===== src/rtl/core/npcs_pkg.sv =====
// ----------------------------------------------------------------------------
// npcs_pkg
// Shared constants and types for the nearest palette color search core.
// ----------------------------------------------------------------------------
`default_nettype none

package npcs_pkg;

   localparam int PALETTE_ENTRIES = 255;
   localparam int COMP_W          = 8;
   localparam int FIELD_W         = 8;
   localparam int INDEX_W         = 8;
   localparam int ERR_W           = 9;
   localparam int DIST_W          = COMP_W + 2;
   localparam int CMP_W           = (DIST_W > ERR_W) ? DIST_W : ERR_W;

   localparam logic [ERR_W-1:0] ERR_START = ERR_W'(256);

   // request opcodes
   localparam logic OP_WRITE = 1'b0;
   localparam logic OP_QUERY = 1'b1;

   typedef logic [COMP_W-1:0] comp_type;

   typedef struct packed {
      comp_type red;
      comp_type green;
      comp_type blue;
   } color_type;

   // palette write broadcast to every cell
   typedef struct packed {
      logic             en;
      logic [INDEX_W-1:0] index;
      color_type        color;
   } wr_type;

   // query word travelling down the chain with its running best
   typedef struct packed {
      logic               valid;
      color_type          color;
      logic [INDEX_W-1:0] best_idx;
      logic [ERR_W-1:0]   best_err;
   } token_type;

endpackage

`default_nettype wire


===== src/rtl/core/npcs_cell.sv =====
// ----------------------------------------------------------------------------
// npcs_cell
// One palette entry plus one chain stage: scores the passing query word
// against the stored color and keeps the better of the two candidates.
// ----------------------------------------------------------------------------
`default_nettype none

module npcs_cell
   import npcs_pkg::*;
(
   input  wire logic               clock,
   input  wire logic               reset,
   input  wire logic [INDEX_W-1:0] cell_index,
   input  wire wr_type             wr,
   input  wire token_type          tok_in,
   output      token_type          tok_out
);

   color_type entry_ff, entry_in;
   token_type tok_ff, tok_in_nxt;

   logic [COMP_W-1:0] diff_r, diff_g, diff_b;
   logic [DIST_W-1:0] distance;

   always_comb begin
      entry_in = entry_ff;
      if (wr.en && (wr.index == cell_index)) begin
         entry_in = wr.color;
      end
   end

   always_comb begin
      diff_r = (entry_ff.red > tok_in.color.red) ?
               entry_ff.red - tok_in.color.red : tok_in.color.red - entry_ff.red;
      diff_g = (entry_ff.green > tok_in.color.green) ?
               entry_ff.green - tok_in.color.green : tok_in.color.green - entry_ff.green;
      diff_b = (entry_ff.blue > tok_in.color.blue) ?
               entry_ff.blue - tok_in.color.blue : tok_in.color.blue - entry_ff.blue;
      distance = DIST_W'(diff_r) + DIST_W'(diff_g) + DIST_W'(diff_b);
   end

   // strict compare: an earlier entry keeps a tie
   always_comb begin
      tok_in_nxt = tok_in;
      if (CMP_W'(distance) < CMP_W'(tok_in.best_err)) begin
         tok_in_nxt.best_idx = cell_index;
         tok_in_nxt.best_err = ERR_W'(CMP_W'(distance));
      end
   end

   always_ff @(posedge clock) begin
      if (reset) begin
         entry_ff     <= '0;
         tok_ff.valid <= 1'b0;
      end else begin
         entry_ff     <= entry_in;
         tok_ff.valid <= tok_in_nxt.valid;
      end
      tok_ff.color    <= tok_in_nxt.color;
      tok_ff.best_idx <= tok_in_nxt.best_idx;
      tok_ff.best_err <= tok_in_nxt.best_err;
   end

   assign tok_out = tok_ff;

endmodule

`default_nettype wire


===== config.mk =====
export PLATFORM = sky130hd
export DESIGN_NAME = npcs_cell
export DESIGN_NICKNAME = d
export VERILOG_FILES = /design/src/rtl/core/npcs_pkg.sv /design/src/rtl/core/npcs_cell.sv
export SDC_FILE = /design/constraint.sdc
export NUM_CORES = 1
export LEC_CHECK = 0
export BUFFER_PORTS_ARGS = -buffer_cell sky130_fd_sc_hd__buf_4
export CAP_MARGIN = 20
export CORE_UTILIZATION = 55
export CTS_BUF_LIST = sky130_fd_sc_hd__clkbuf_8
export DETAILED_ROUTE_END_ITERATION = 7
export PLACE_DENSITY = 0.84
export SLEW_MARGIN = 0
export SYNTH_ARGS = -nofsm -noshare
export SYNTH_HDL_FRONTEND = slang
export SYNTH_SLANG_ARGS = --single-unit

===== constraint.sdc =====
create_clock -name clock -period 10.7 [get_ports clock]
set_clock_uncertainty 0.1 [all_clocks]
set_input_delay 2.14 -clock clock [delete_from_list [all_inputs] [get_ports clock]]
set_output_delay 2.14 -clock clock [all_outputs]
set_load 0.02 [all_outputs]

==> results.txt, run 1 <==
The layout overhead on the synthesized area came out at 26.2%. The number of buffers on the longest clock path came out at 2. The post-route netlist has 28.7% of its cells at a drive strength greater than 1. The count of nets left with antenna violations once routing finished came out at 0. The synthesized design contains 0 enable-type register cells. The area of the die is 8710 sq um. The maximum number of pins on one net before global-route repair came out at 26. The number of global-route vias before repair was around 3600. Summing the areas of all compound-gate instances in the mapped netlist gives 11.9% of the synthesized area. The total global routing track utilization came out at between 20% and 30%. The final number of hold-violating endpoints is 0. The register clock-pin slew on the reported worst setup and hold paths came out at approximately 70 ps. Using the TritonRoute via totals, the vias-per-cell ratio works out to roughly 5.2. The launching element type of the critical path is a primary input.

The area share of the largest cell type after synthesis came out at 28.8%. The global-route wire length before repair is around 16000 um. The non-filler instance count after layout is ~710. Setup repair after global routing left no endpoint under its margin. The number of antenna violations at the first check in global routing was 0. The relative contribution of the clock network to total power came out at a little under a fifth. The maximum vdd ir drop is 0.103 mV.

Of all cell types, the one taking the most synthesized area is sky130_fd_sc_hd__dfxtp_1. The start-to-end type of the worst setup path is in2reg. The design internal power came out at approximately 620 uW. Among cell families on the critical path, the largest total delay comes from compound AO/OA/AOI/OAI gates. The proportion of synthesized chip area in sequential cells came out at roughly 29%.

The number of buffers added by the clock tree synthesis step is 9. The floorplan row count is 32. Traced cell by cell, the critical path runs through buf_4 -> ha_1 -> inv_1 -> fa_1 -> nand3_1 -> a21oi_1 -> o22ai_1 -> mux2_2 -> o31a_1 -> nand2b_1 -> xnor2_1 -> fa_1 -> inv_1 -> ha_1 -> nor2b_1 -> o21ai_0 -> a21oi_1 -> ha_1 -> a2111oi_0 -> o21ai_1 -> a311oi_4 -> mux2_2. In this run the vertical extent of the chip is 93.3 um. TritonCTS built the clock tree. The number of buffers and inverters on the critical path came out at 3. The net switching power is between 300 and 400 uW. The placeable core area is 7890 sq um.

The net total in the final layout came out at approximately 760. STA classifies the critical path endpoint as a flop. Derived from the worst setup path, the maximum achievable clock frequency is about 120 MHz. Post-CTS timing repair inserted 0 buffers for setup. The critical path's most frequent cell is sky130_fd_sc_hd__ha_1.

The number of maximum-capacitance constraint violations came out at 0. The starting density of the core is 58.2%. The count of synthesis-stage warnings from yosys is 0. The H-tree was split into 3 levels. The cell chosen for the clock root is sky130_fd_sc_hd__clkbuf_8. After technology mapping, the gate count stands at roughly 470. In the synthesized netlist the dominant register cell turns out to be sky130_fd_sc_hd__dfxtp_1. The clock insertion delay at the later pin of the skew report came out at 350 ps. The number of port buffers came out at between 100 and 150. The multiplexer share of the synthesized area came out at 15.5%.

For this design, the CTS-stage hold fixing added 0 buffers. In this run the worst path has a maximum fanout of 17. The final route contains 3652 vias. The die is ~93 um wide.

Setup violations remaining at the end of the flow were counted as 0. In this run, the number of DRC markers left after iteration 0 of detailed routing was 117. 0 antenna diodes ended up in the layout. At the pin with the least slew margin, the transition time is ~1100 ps.

The sequential cell fraction of total power came out at 31.3%. Headroom to the max-slew limit came out at 27.1%. The areal power density over the cells came out at around 160 nW/um^2. After detailed placement, the total cell area comes to 5630 sq um. In this run, synthesis produced a sequential element count of 66. The net count of the mapped netlist is 634. In the final timing run, aggregate negative setup slack is 0 ps.

Yosys attributes the largest share of cell area to sky130_fd_sc_hd__dfxtp_1, sky130_fd_sc_hd__ha_1, sky130_fd_sc_hd__mux2i_1, sky130_fd_sc_hd__fa_1, sky130_fd_sc_hd__inv_1. The part of the cycle the worst path needs came out at 76.6%. The global placer's final weighted congestion is 0.841.

The worst min-delay path category is reg2reg. The worst reg2reg path depth is 22. The share of synthesized flip-flops with an asynchronous set or reset came out at 0%. The total non-filler cell area in the finished layout came out at roughly 5800 sq um. For this design, the sink count on the clock tree is 66.

The leakage power of the design came out at 0.00287 uW. The adder-cell share of the synthesized area is between 20% and 30%. The required arrival time at the worst endpoint came out at 10830 ps. The synthesized area per cell is between 9 and 10 sq um. The xor and xnor fraction of the mapped netlist area came out at between 5 and 6%.

The cell total after placement came out at 693. The total grt overflow came out at 0. Combinational logic is responsible for 49.9% of the overall power. The final-report max-slew violation count is 0. After detailed routing, the total wire length is 9870 um. After synthesis, the largest family of logic cells by area is adder cells. Summing every instance area after synthesis gives ~4600 sq um.

The total half-perimeter wirelength after legalization and detailed placement came out at between 7000 and 8000 um. The length of the first detailed-routing pass in iterations is 4. The slowest stage of the critical path is the sky130_fd_sc_hd__a311oi_4 cell. The worst endpoint data arrival time is between 8000 and 9000 ps.

The number of different library cells used by synthesis comes to 45. The average routed wire per standard cell came out at ~14 um. In this run, post-CTS repair resized a total of 0 instances. The number of instances on the worst hold path is 2. The total I/O pin count is between 100 and 150. After detailed routing, the number of remaining DRC violations is 0. The flow ran to the end, and the final reports show no timing, DRC or antenna violations. The total number of cells along the worst setup path came out at 22.

The highest cell delay on the worst timing path is between 900 and 1000 ps. The area fraction in and, or, nand and nor cells after synthesis is 7.80%. Of the total power, the share spent switching nets is roughly a third. The post-layout minimum cycle time came out at around 8200 ps.
[stage by stage]
stage / hold WS [ps] / total power [uW] / util (%) / setup WS, ps
6_report: 414 / 952 / 73.4 / 2510
3_3_place_gp: 386 / 758 / 71.3 / 2480
5_1_grt: 454 / 1010 / 73.4 / 2200
4_1_cts: 425 / 956 / 73.4 / 2560
3_5_place_dp: 408 / 774 / 71.3 / 2230
2_1_floorplan: 365 / 641 / - / 3330
[flip-flops by register name (all words and copies together), names as in the netlist]
| register | flops |
|---|---|
| entry_ff | 24 |
| tok_out | 42 |
[Yosys cell counts (2+ instances only)]
master / count
sky130_fd_sc_hd__inv_1: 77
sky130_fd_sc_hd__nand3_1: 5
sky130_fd_sc_hd__o21ai_0: 17
sky130_fd_sc_hd__nor3_1: 3
sky130_fd_sc_hd__ha_1: 60
sky130_fd_sc_hd__a211oi_1: 5
sky130_fd_sc_hd__mux2_2: 15
sky130_fd_sc_hd__a21boi_0: 4
sky130_fd_sc_hd__and3b_1: 2
sky130_fd_sc_hd__buf_2: 5
sky130_fd_sc_hd__nor2_1: 26
sky130_fd_sc_hd__a21oi_1: 25
sky130_fd_sc_hd__o221a_2: 2
sky130_fd_sc_hd__xor2_1: 15
sky130_fd_sc_hd__fa_1: 15
sky130_fd_sc_hd__clkbuf_1: 4
sky130_fd_sc_hd__nor2b_1: 6
sky130_fd_sc_hd__mux2_4: 10
sky130_fd_sc_hd__nand2_1: 5
sky130_fd_sc_hd__a21o_1: 12
sky130_fd_sc_hd__nand4_1: 6
sky130_fd_sc_hd__o31a_1: 2
sky130_fd_sc_hd__and2_1: 2
sky130_fd_sc_hd__o21bai_1: 2
sky130_fd_sc_hd__xnor2_1: 15
sky130_fd_sc_hd__dfxtp_1: 66
sky130_fd_sc_hd__nand2b_1: 5
sky130_fd_sc_hd__or3_1: 2
sky130_fd_sc_hd__mux2i_1: 39
sky130_fd_sc_hd__a31oi_1: 4
sky130_fd_sc_hd__or2_2: 2
sky130_fd_sc_hd__o22ai_1: 2
sky130_fd_sc_hd__nor3b_1: 2
[routing by layer]
metal	vias up	global-route usage [%]	routed length (um)
li1	1852	-	-
met3	17	4.96	564
met4	0	10.1	214
met2	105	42.4	4870
met5	-	0	0
met1	1678	25.8	4230
[cells by family after synthesis]
group | after synthesis
muxes | 64
buffers and inverters | 87
adders and majority gates | 75
and+or+nand+nor | 69
AOI/OAI and AO/OA | 83
DFF | 66
xor gates and xnor gates | 30
[layout by cell type (no fill, tap or decap), types with 6 or more instances in the layout]
master,n
sky130_fd_sc_hd__nor2_1,26
sky130_fd_sc_hd__a21o_1,12
sky130_fd_sc_hd__mux2_4,10
sky130_fd_sc_hd__mux2i_1,39
sky130_fd_sc_hd__buf_4,127
sky130_fd_sc_hd__ha_1,60
sky130_fd_sc_hd__mux2_2,15
sky130_fd_sc_hd__clkbuf_8,10
sky130_fd_sc_hd__nor2b_1,6
sky130_fd_sc_hd__nand4_1,6
sky130_fd_sc_hd__o21ai_0,17
sky130_fd_sc_hd__xor2_1,15
sky130_fd_sc_hd__fa_1,15
sky130_fd_sc_hd__inv_1,80
sky130_fd_sc_hd__dfxtp_1,66
sky130_fd_sc_hd__a21oi_1,25
sky130_fd_sc_hd__xnor2_1,15
[power by group through the flow]
stage	combinational, uW	clock, uW	sequential [uW]
after detailed placement	470	0	304
after global routing	514	196	301
after global placement	455	0	303
after CTS	474	184	298
final	475	179	298
after floorplan	288	0	354
[worst reg2reg max path: cells and delay by family (launching register included)]
kind                     cells  cell delay [ps]
AO/OA/AOI/OAI                8             3000
adder cells (fa/ha/maj)      5             1570
multiplexers                 2              860
AND/OR/NAND/NOR              3              400
flip-flops                   1              330
buffers and inverters        3              160
XOR/XNOR                     1              150
[layout make-up]
class                           instances  area [sq um]
Multi-Input combinational cell        321          2930
Clock buffer                           10           138
Timing Repair Buffer                  127           953
Sequential cell                        66          1320
Fill cell                             585          2100
Tap cell                              102           128
Clock inverter                          6          26.3
Inverter                               77           289
[path summary, 6_finish.rpt]
path                               end                      start  slack, ps
max                 tok_out[2]$_DFF_P_                 tok_in[17]       2510
min          entry_ff[15]$_SDFFE_PP0P_  entry_ff[15]$_SDFFE_PP0P_        410
max reg2reg         tok_out[2]$_DFF_P_  entry_ff[16]$_SDFFE_PP0P_       4000
min reg2reg  entry_ff[15]$_SDFFE_PP0P_  entry_ff[15]$_SDFFE_PP0P_        410
Power figures use the tool's default switching activity.
==> run 2: changes to the inputs <==
- CORE_UTILIZATION: 55 -> 49
- PLACE_DENSITY: 0.84 -> 0.8
- clock period: 10.7 -> 7.2 ns (I/O delays scaled with it)
==> run 2 against run 1 <==
Against the previous run: power is 51% higher; clock-buffer cell count stayed put; die area is 12% higher; setup slack worse by 2000 ps; combinational power is 52% higher; critical path type unchanged; hold slack hardly changed; largest cell class unchanged; register-to-register slack worse by 2700 ps; non-clock buffer count is 5 higher; cell area is 0.78% higher.
==> results.txt, run 2 (same netlist as run 1, synthesis figures left out) <==
The flow ran to the end, and the final reports show no timing, DRC or antenna violations. The diode insertion count for antenna repair is 0. The number of global-route vias before repair is 3772. The register clock-pin slew on the reported worst setup and hold paths is approximately 70 ps. The final number of hold-violating endpoints came out at 0. The leakage power of the design is ~0.0029 uW. The required arrival time at the worst endpoint is around 7300 ps. For the final routed database, the setup TNS stands at 0 ps. The worst min-delay path category is reg2reg. Of the available clock period, the critical path in the final layout requires 92.9%. The number of nets with antenna violations after routing is 0. The final worst hold slack came out at 414 ps.

The total global routing track utilization came out at a little over a fifth. The worst setup path is captured at a flop. Including well taps, the total number of placed cells is between 700 and 800. The total grt overflow is 0.

The average routed wire per standard cell is roughly 14 um. The worst hold path begins at entry_ff[23]$_SDFFE_PP0P_. The final-report max-slew violation count was 0.

The routed wire length came out at 9780 um. Leaving out filler cells and counting taps, the final layout contains 720. The quantity of gates resized following cts came out at 0. For this run, design rule violations remaining after detail routing come to 0.

The die span in y is just under 100 um. The final-report setup violation count came out at 0. Setup repair after global routing left no endpoint under its margin. Before CTS, the worst setup slack after placement is ~260 ps. The TritonCTS clock tree is yes. The switching fraction of total power is around a third. The path with the worst hold slack has its endpoint at entry_ff[23]$_SDFFE_PP0P_. The most frequent standard cell in the layout excluding fill and tap cells is sky130_fd_sc_hd__buf_4.

The setup check on the worst reg-to-reg path leaves a slack of between 1000 and 1500 ps. Along the worst hold path, the cell count comes to 2. The cell area after placement is 5670 sq um. The post-layout minimum cycle time is 6690 ps. The clock network accounts for between 10% and 20% of the total power. The cell chosen for the clock root is sky130_fd_sc_hd__clkbuf_8.

The clock passes through at most 2 buffers. The clock insertion delay at the later pin of the skew report came out at approximately 350 ps. Derived from the worst setup path, the maximum achievable clock frequency is 150 MHz.

The largest driver fanout on the critical path is 9. The worst setup path is launched from a primary input. The startpoint identified for the worst register-to-register timing path is entry_ff[16]$_SDFFE_PP0P_. The length of the first detailed-routing pass in iterations is 4. The net total in the final layout is around 770. The starting density of the core is 51.6%. The net switching power is 505 uW. During placement, the flow inserted port buffers numbering between 100 and 150.

The area growth from synthesis to layout is 27.2%. In this run the critical register-to-register path is captured at tok_out[0]$_DFF_P_. The count of hold buffers inserted by post-cts repair came out at 0. Leaving out fill and tap cells, the most frequent cells in the layout are sky130_fd_sc_hd__buf_4, sky130_fd_sc_hd__inv_1, sky130_fd_sc_hd__dfxtp_1. The number of antenna violations at the first check in global routing came to 0. The iteration-0 DRC count of the detailed router came out at between 80 and 90. The worst endpoint data arrival time came out at ~6800 ps. The internal portion of the total power is 928 uW. The register with the most flip-flops in the layout has 42 of them. The post-layout worst setup margin is slightly above 500 ps. The maximum vdd ir drop is 0.189 mV. The worst max-slew margin expressed relative to the limit is between 60% and 70%.

The number of setup buffers added after CTS is 0. The fraction of layout cells with a size suffix above 1 came out at 29.2%. TritonCTS created 9 clock buffers. The placeable core area is roughly 8900 sq um. Counting every sink on the clock net gives 66. The area of the die came out at 9750 sq um. In this run the power density over the cells is around 250 nW/um^2. After legalization and detailed placement, the total HPWL measured roughly 7900 um. The combinational cell fraction of total power is 50.3%. The via total after detailed routing came out at around 3700. The total non-filler cell area in the finished layout came out at just under 6000 sq um. Max-cap violations in this run came to 0.

The worst reg2reg path depth is 25. From left edge to right edge, the die measures ~100 um. The share of total power dissipated in sequential elements is around 31%. The global placer's final weighted congestion is approximately 0.81. Entering global routing, the biggest net connects 26 pins. The floorplan row count came out at 34. The first global-routing pass estimated about 16000 um of wire. CTS built an H-tree with a depth of 3. The worst setup path is of the in2reg kind.

In the routed layout, each cell is associated on average with a via count of between 5 and 6. The transition time of the tightest slew-check pin is slightly below 600 ps. Pin placement for this block handled between 100 and 150 I/O pins.
==> run 2: cell count changes in the layout (fill, tap and decap cells not counted), sizes merged <==
cell	before	now
buf	127	132
==> run 2: final cells by class <==
| type | instances | area [sq um] |
|---|---|---|
| Tap cell | 108 | 135 |
| Clock inverter | 6 | 26.3 |
| Fill cell | 732 | 3060 |
| Clock buffer | 10 | 138 |
| Multi-Input combinational cell | 321 | 2930 |
| Timing Repair Buffer | 132 | 991 |
| Sequential cell | 66 | 1320 |
| Inverter | 77 | 289 |
==> run 2: power by group through the flow <==
stage | Combinational, uW | Clock (uW) | Sequential [uW]
floorplan | 428 | 0 | 525
global placement | 688 | 0 | 452
detailed placement | 719 | 0 | 453
CTS | 723 | 274 | 445
global route | 780 | 290 | 449
finish | 720 | 269 | 444
==> run 2: layer usage <==
metal  part of all wire, %  routed length [um]  track usage, %
met4                   1.4                 138            5.97
met1                    42                4090            22.8
met3                   5.4                 530            4.89
met2                    51                5030            39.6
met5                     0                   0               0
==> run 2: worst max path at each step <==
stage | from | endpoint | cells past startpoint
after floorplan | tok_in[25] | tok_out[10]$_DFF_P_ | 22
final | tok_in[33] | tok_out[0]$_DFF_P_ | 25
after CTS | tok_in[33] | tok_out[0]$_DFF_P_ | 25
after detailed placement | tok_in[33] | tok_out[2]$_DFF_P_ | 25
after global routing | tok_in[38] | tok_out[0]$_DFF_P_ | 24
after global placement | tok_in[25] | tok_out[5]$_DFF_P_ | 24
==> run 2: critical path: stages <==
cell                        delay [ps]
sky130_fd_sc_hd__buf_4              90
sky130_fd_sc_hd__ha_1              140
sky130_fd_sc_hd__inv_1              50
sky130_fd_sc_hd__fa_1              380
sky130_fd_sc_hd__nand3_1           100
sky130_fd_sc_hd__a21oi_1            90
sky130_fd_sc_hd__o22ai_1           300
sky130_fd_sc_hd__buf_4             240
sky130_fd_sc_hd__mux2i_1           220
sky130_fd_sc_hd__xor2_1            300
sky130_fd_sc_hd__fa_1              450
sky130_fd_sc_hd__inv_1             120
sky130_fd_sc_hd__ha_1              240
sky130_fd_sc_hd__a21o_1            150
sky130_fd_sc_hd__a21oi_1           220
sky130_fd_sc_hd__nor2b_1            80
sky130_fd_sc_hd__o21ai_0           250
sky130_fd_sc_hd__nor2b_1           250
sky130_fd_sc_hd__xnor2_1           140
sky130_fd_sc_hd__ha_1              210
sky130_fd_sc_hd__a2111oi_0         270
sky130_fd_sc_hd__o21ai_1           180
sky130_fd_sc_hd__a311oi_4          290
sky130_fd_sc_hd__buf_4             240
sky130_fd_sc_hd__mux2_2            350
==> run 2: metrics by stage <==
stage | utilization (%) | power, uW
floorplan | - | 953
finish | 65.6 | 1430
CTS | 65.6 | 1440
global placement | 63.8 | 1140
global route | 65.6 | 1520
detailed placement | 63.8 | 1170
==> run 3: changes to the inputs <==
- RECOVER_POWER: unset -> 100
==> run 3 against run 2 <==
Against the previous run: the run now ends with capacitance limit, slew limit left; power shrank 6.6%; global-route usage stayed put; die area unchanged; sequential power is essentially flat; sequential share of layout area grew 1.1 points; non-clock buffer count stayed put; critical path type unchanged; critical endpoint is now tok_out[3]$_DFF_P_.
==> results.txt, run 3 (same netlist as run 1, synthesis figures left out) <==
The launching element type of the critical path is a primary input. Entering global routing, the biggest net connects 26 pins. The part of the cycle the worst path needs is between 90 and 100%.

In this run the horizontal extent of the chip is 98.8 um. The reg-to-reg startpoint is entry_ff[16]$_SDFFE_PP0P_. The total grt overflow came out at 0. Detailed routing placed a total of 565 um of wire on met3. The register clock-pin slew on the reported worst setup and hold paths came out at about 70 ps. For the worst flop-to-flop path, the logic depth is 25.

The number of antenna violations at the first check in global routing was 0. The final-report setup violation count is 0. The total global routing track utilization came out at 20.8%. The quantity of gates resized following cts is 0.

By startpoint and endpoint, the worst setup path is classified as in2reg. The areal power density over the cells came out at 241 nW/um^2. The layout overhead on the synthesized area came out at 21.1%. The diode insertion count for antenna repair is 0. After clock tree synthesis, the setup repair step added 0 buffers. The analysis attributes to cell leakage a power of about 0.0026 uW. The number of maximum-capacitance constraint violations came out at 1. The core region is between 8000 and 9000 sq um. In the layout the commonest cells are sky130_fd_sc_hd__inv_1, sky130_fd_sc_hd__dfxtp_1, sky130_fd_sc_hd__buf_4. The via count normalized by instance count came out at around 5.1. The fraction of layout cells with a size suffix above 1 came out at between 10% and 20%. Among all stages on the critical path, the largest delay is contributed by sky130_fd_sc_hd__fa_1. The number of global-route vias before repair came out at 3772. The endpoint identified for the worst register-to-register timing path is tok_out[3]$_DFF_P_. The total half-perimeter wirelength after legalization and detailed placement is between 7000 and 8000 um. The final number of hold-violating endpoints is 0.

The top achievable clock speed is ~150 MHz. The net total in the final layout came out at approximately 770. The number of port buffers is about 130.

The via total after detailed routing is between 3000 and 4000. The root buffer cell chosen for the clock tree is sky130_fd_sc_hd__clkbuf_8. The global-route wire length before repair came out at around 16000 um.

The number of buffers on the longest clock path came out at 2. The number of flip-flops under the largest register name is 42. The worst-case IR drop observed on VDD is between 0.15 and 0.2 mV. The setup slack on the worst flop-to-flop path came out at around 1300 ps. The critical path goes through clkbuf_1 -> inv_1 -> fa_1 -> a21o_1 -> a21oi_1 -> nor2_1 -> o21ai_2 -> mux2i_1 -> xor2_1 -> fa_1 -> inv_1 -> ha_1 -> a21o_1 -> a21oi_1 -> nor2b_1 -> o21ai_0 -> nor2b_1 -> xnor2_1 -> ha_1 -> a2111oi_0 -> o21ai_1 -> a311oi_4 -> buf_4 -> mux2_2.

The post-route DRC violation count is 0. The library cell used most frequently in the layout, excluding fill and tap cells, is sky130_fd_sc_hd__inv_1. The non-filler instance count after layout is 720. The tightest min-delay check is of the reg2reg type. The total I/O pin count is roughly 130. The iteration-0 DRC count of the detailed router is between 80 and 90.

The length of the first detailed-routing pass in iterations is 4. The sink count of the clock tree came out at 66. The TritonCTS clock tree is yes. The highest cell delay on the worst timing path came out at 460 ps. The number of H-tree branching levels is 3. The cell total after placement came out at 704. The average routed wire per standard cell is 13.6 um.

The worst endpoint data arrival time came out at a little under 7000 ps. At the later pin of the worst-skew pair, clock insertion delay measures 350 ps. In this run the top signal layer used is met4. In this run the tightest slew margin relative to its limit is -26.3%. The routed metal-1 wire length is 4080 um.

The routed wire length came out at around 10000 um. At the end of routability-driven placement, the weighted congestion stood at between 0.8 and 0.9. Setup repair after global routing left no endpoint under its margin. The capturing element type of the critical path is a flop. The largest driver fanout on the critical path is 9. The critical path ends at tok_out[3]$_DFF_P_. The final-report max-slew violation count is 25.

The number of nets with antenna violations after routing came out at 0. The final total negative setup slack is 0 ps. The sum of met2 wire segment lengths after detailed routing is 4990 um. The post-layout minimum cycle time is roughly 6700 ps. At the pin with the least slew margin, the transition time is ~1900 ps. The checks that failed: capacitance limit, slew limit. The required arrival time at the worst endpoint came out at between 7000 and 8000 ps. The flow ran to the end, but the final reports show violations. In this run the worst setup path begins at tok_in[26]. The die span in y came out at about 99 um. The area of the die came out at 9750 sq um. The floorplan row count came out at 34. The number of buffers added by the clock tree synthesis step is 9. The number of hold buffers added after CTS was 0.

The starting density of the core came out at 51.6%.
## run 3: through the flow
stage	power, uW	area, sq um	hold slack [ps]	utilization, %	worst slack [ps]
2_1_floorplan	953	4590	365	-	529
5_1_grt	1420	5550	447	62.5	59.7
6_report	1340	5550	414	62.5	507
3_3_place_gp	1140	5670	381	63.8	422
4_1_cts	1440	5830	409	65.6	555
3_5_place_dp	1170	5670	393	63.8	263
## run 3: final cells by class
| class | instances | area [sq um] |
|---|---|---|
| fill | 807 | 3340 |
| clock inverter | 6 | 26.3 |
| inverter | 77 | 289 |
| timing repair buffer | 132 | 751 |
| tap | 108 | 135 |
| clock buffer | 10 | 138 |
| sequential | 66 | 1320 |
| multi-input combinational | 321 | 2890 |
## run 3: per-layer routing
metal  GRT usage, %  vias to the layer above
met5              0                        -
met4           5.97                        0
met3           4.89                       14
met2           39.6                      112
met1           22.8                     1689
li1               -                     1865
## run 3: power breakdown
group | switching [uW] | leakage (uW) | total, uW | internal, uW
logic | 340 | 0.00198 | 628 | 288
registers | 15.3 | 0.000548 | 443 | 427
clock network | 139 | 0.0000996 | 268 | 129
total | 494 | 0.00262 | 1340 | 844
## run 3: how the worst min path moves through the flow
stage	slack (ps)	startpoint	end	depth (start not counted)
3_3_place_gp	380	entry_ff[15]$_SDFFE_PP0P_	entry_ff[15]$_SDFFE_PP0P_	2
5_1_grt	450	entry_ff[7]$_SDFFE_PP0P_	entry_ff[7]$_SDFFE_PP0P_	2
3_5_place_dp	390	entry_ff[23]$_SDFFE_PP0P_	entry_ff[23]$_SDFFE_PP0P_	2
4_1_cts	410	entry_ff[23]$_SDFFE_PP0P_	entry_ff[23]$_SDFFE_PP0P_	2
2_1_floorplan	360	entry_ff[15]$_SDFFE_PP0P_	entry_ff[15]$_SDFFE_PP0P_	2
6_report	410	entry_ff[23]$_SDFFE_PP0P_	entry_ff[23]$_SDFFE_PP0P_	2
## run 3: worst max-delay path: cells and delay by family
family | cells | cell delay [ps]
mux | 2 | 590
simple gates | 3 | 420
fa+ha+maj | 4 | 1360
xor+xnor | 2 | 400
compound gates | 9 | 1930
buf+inv | 4 | 670
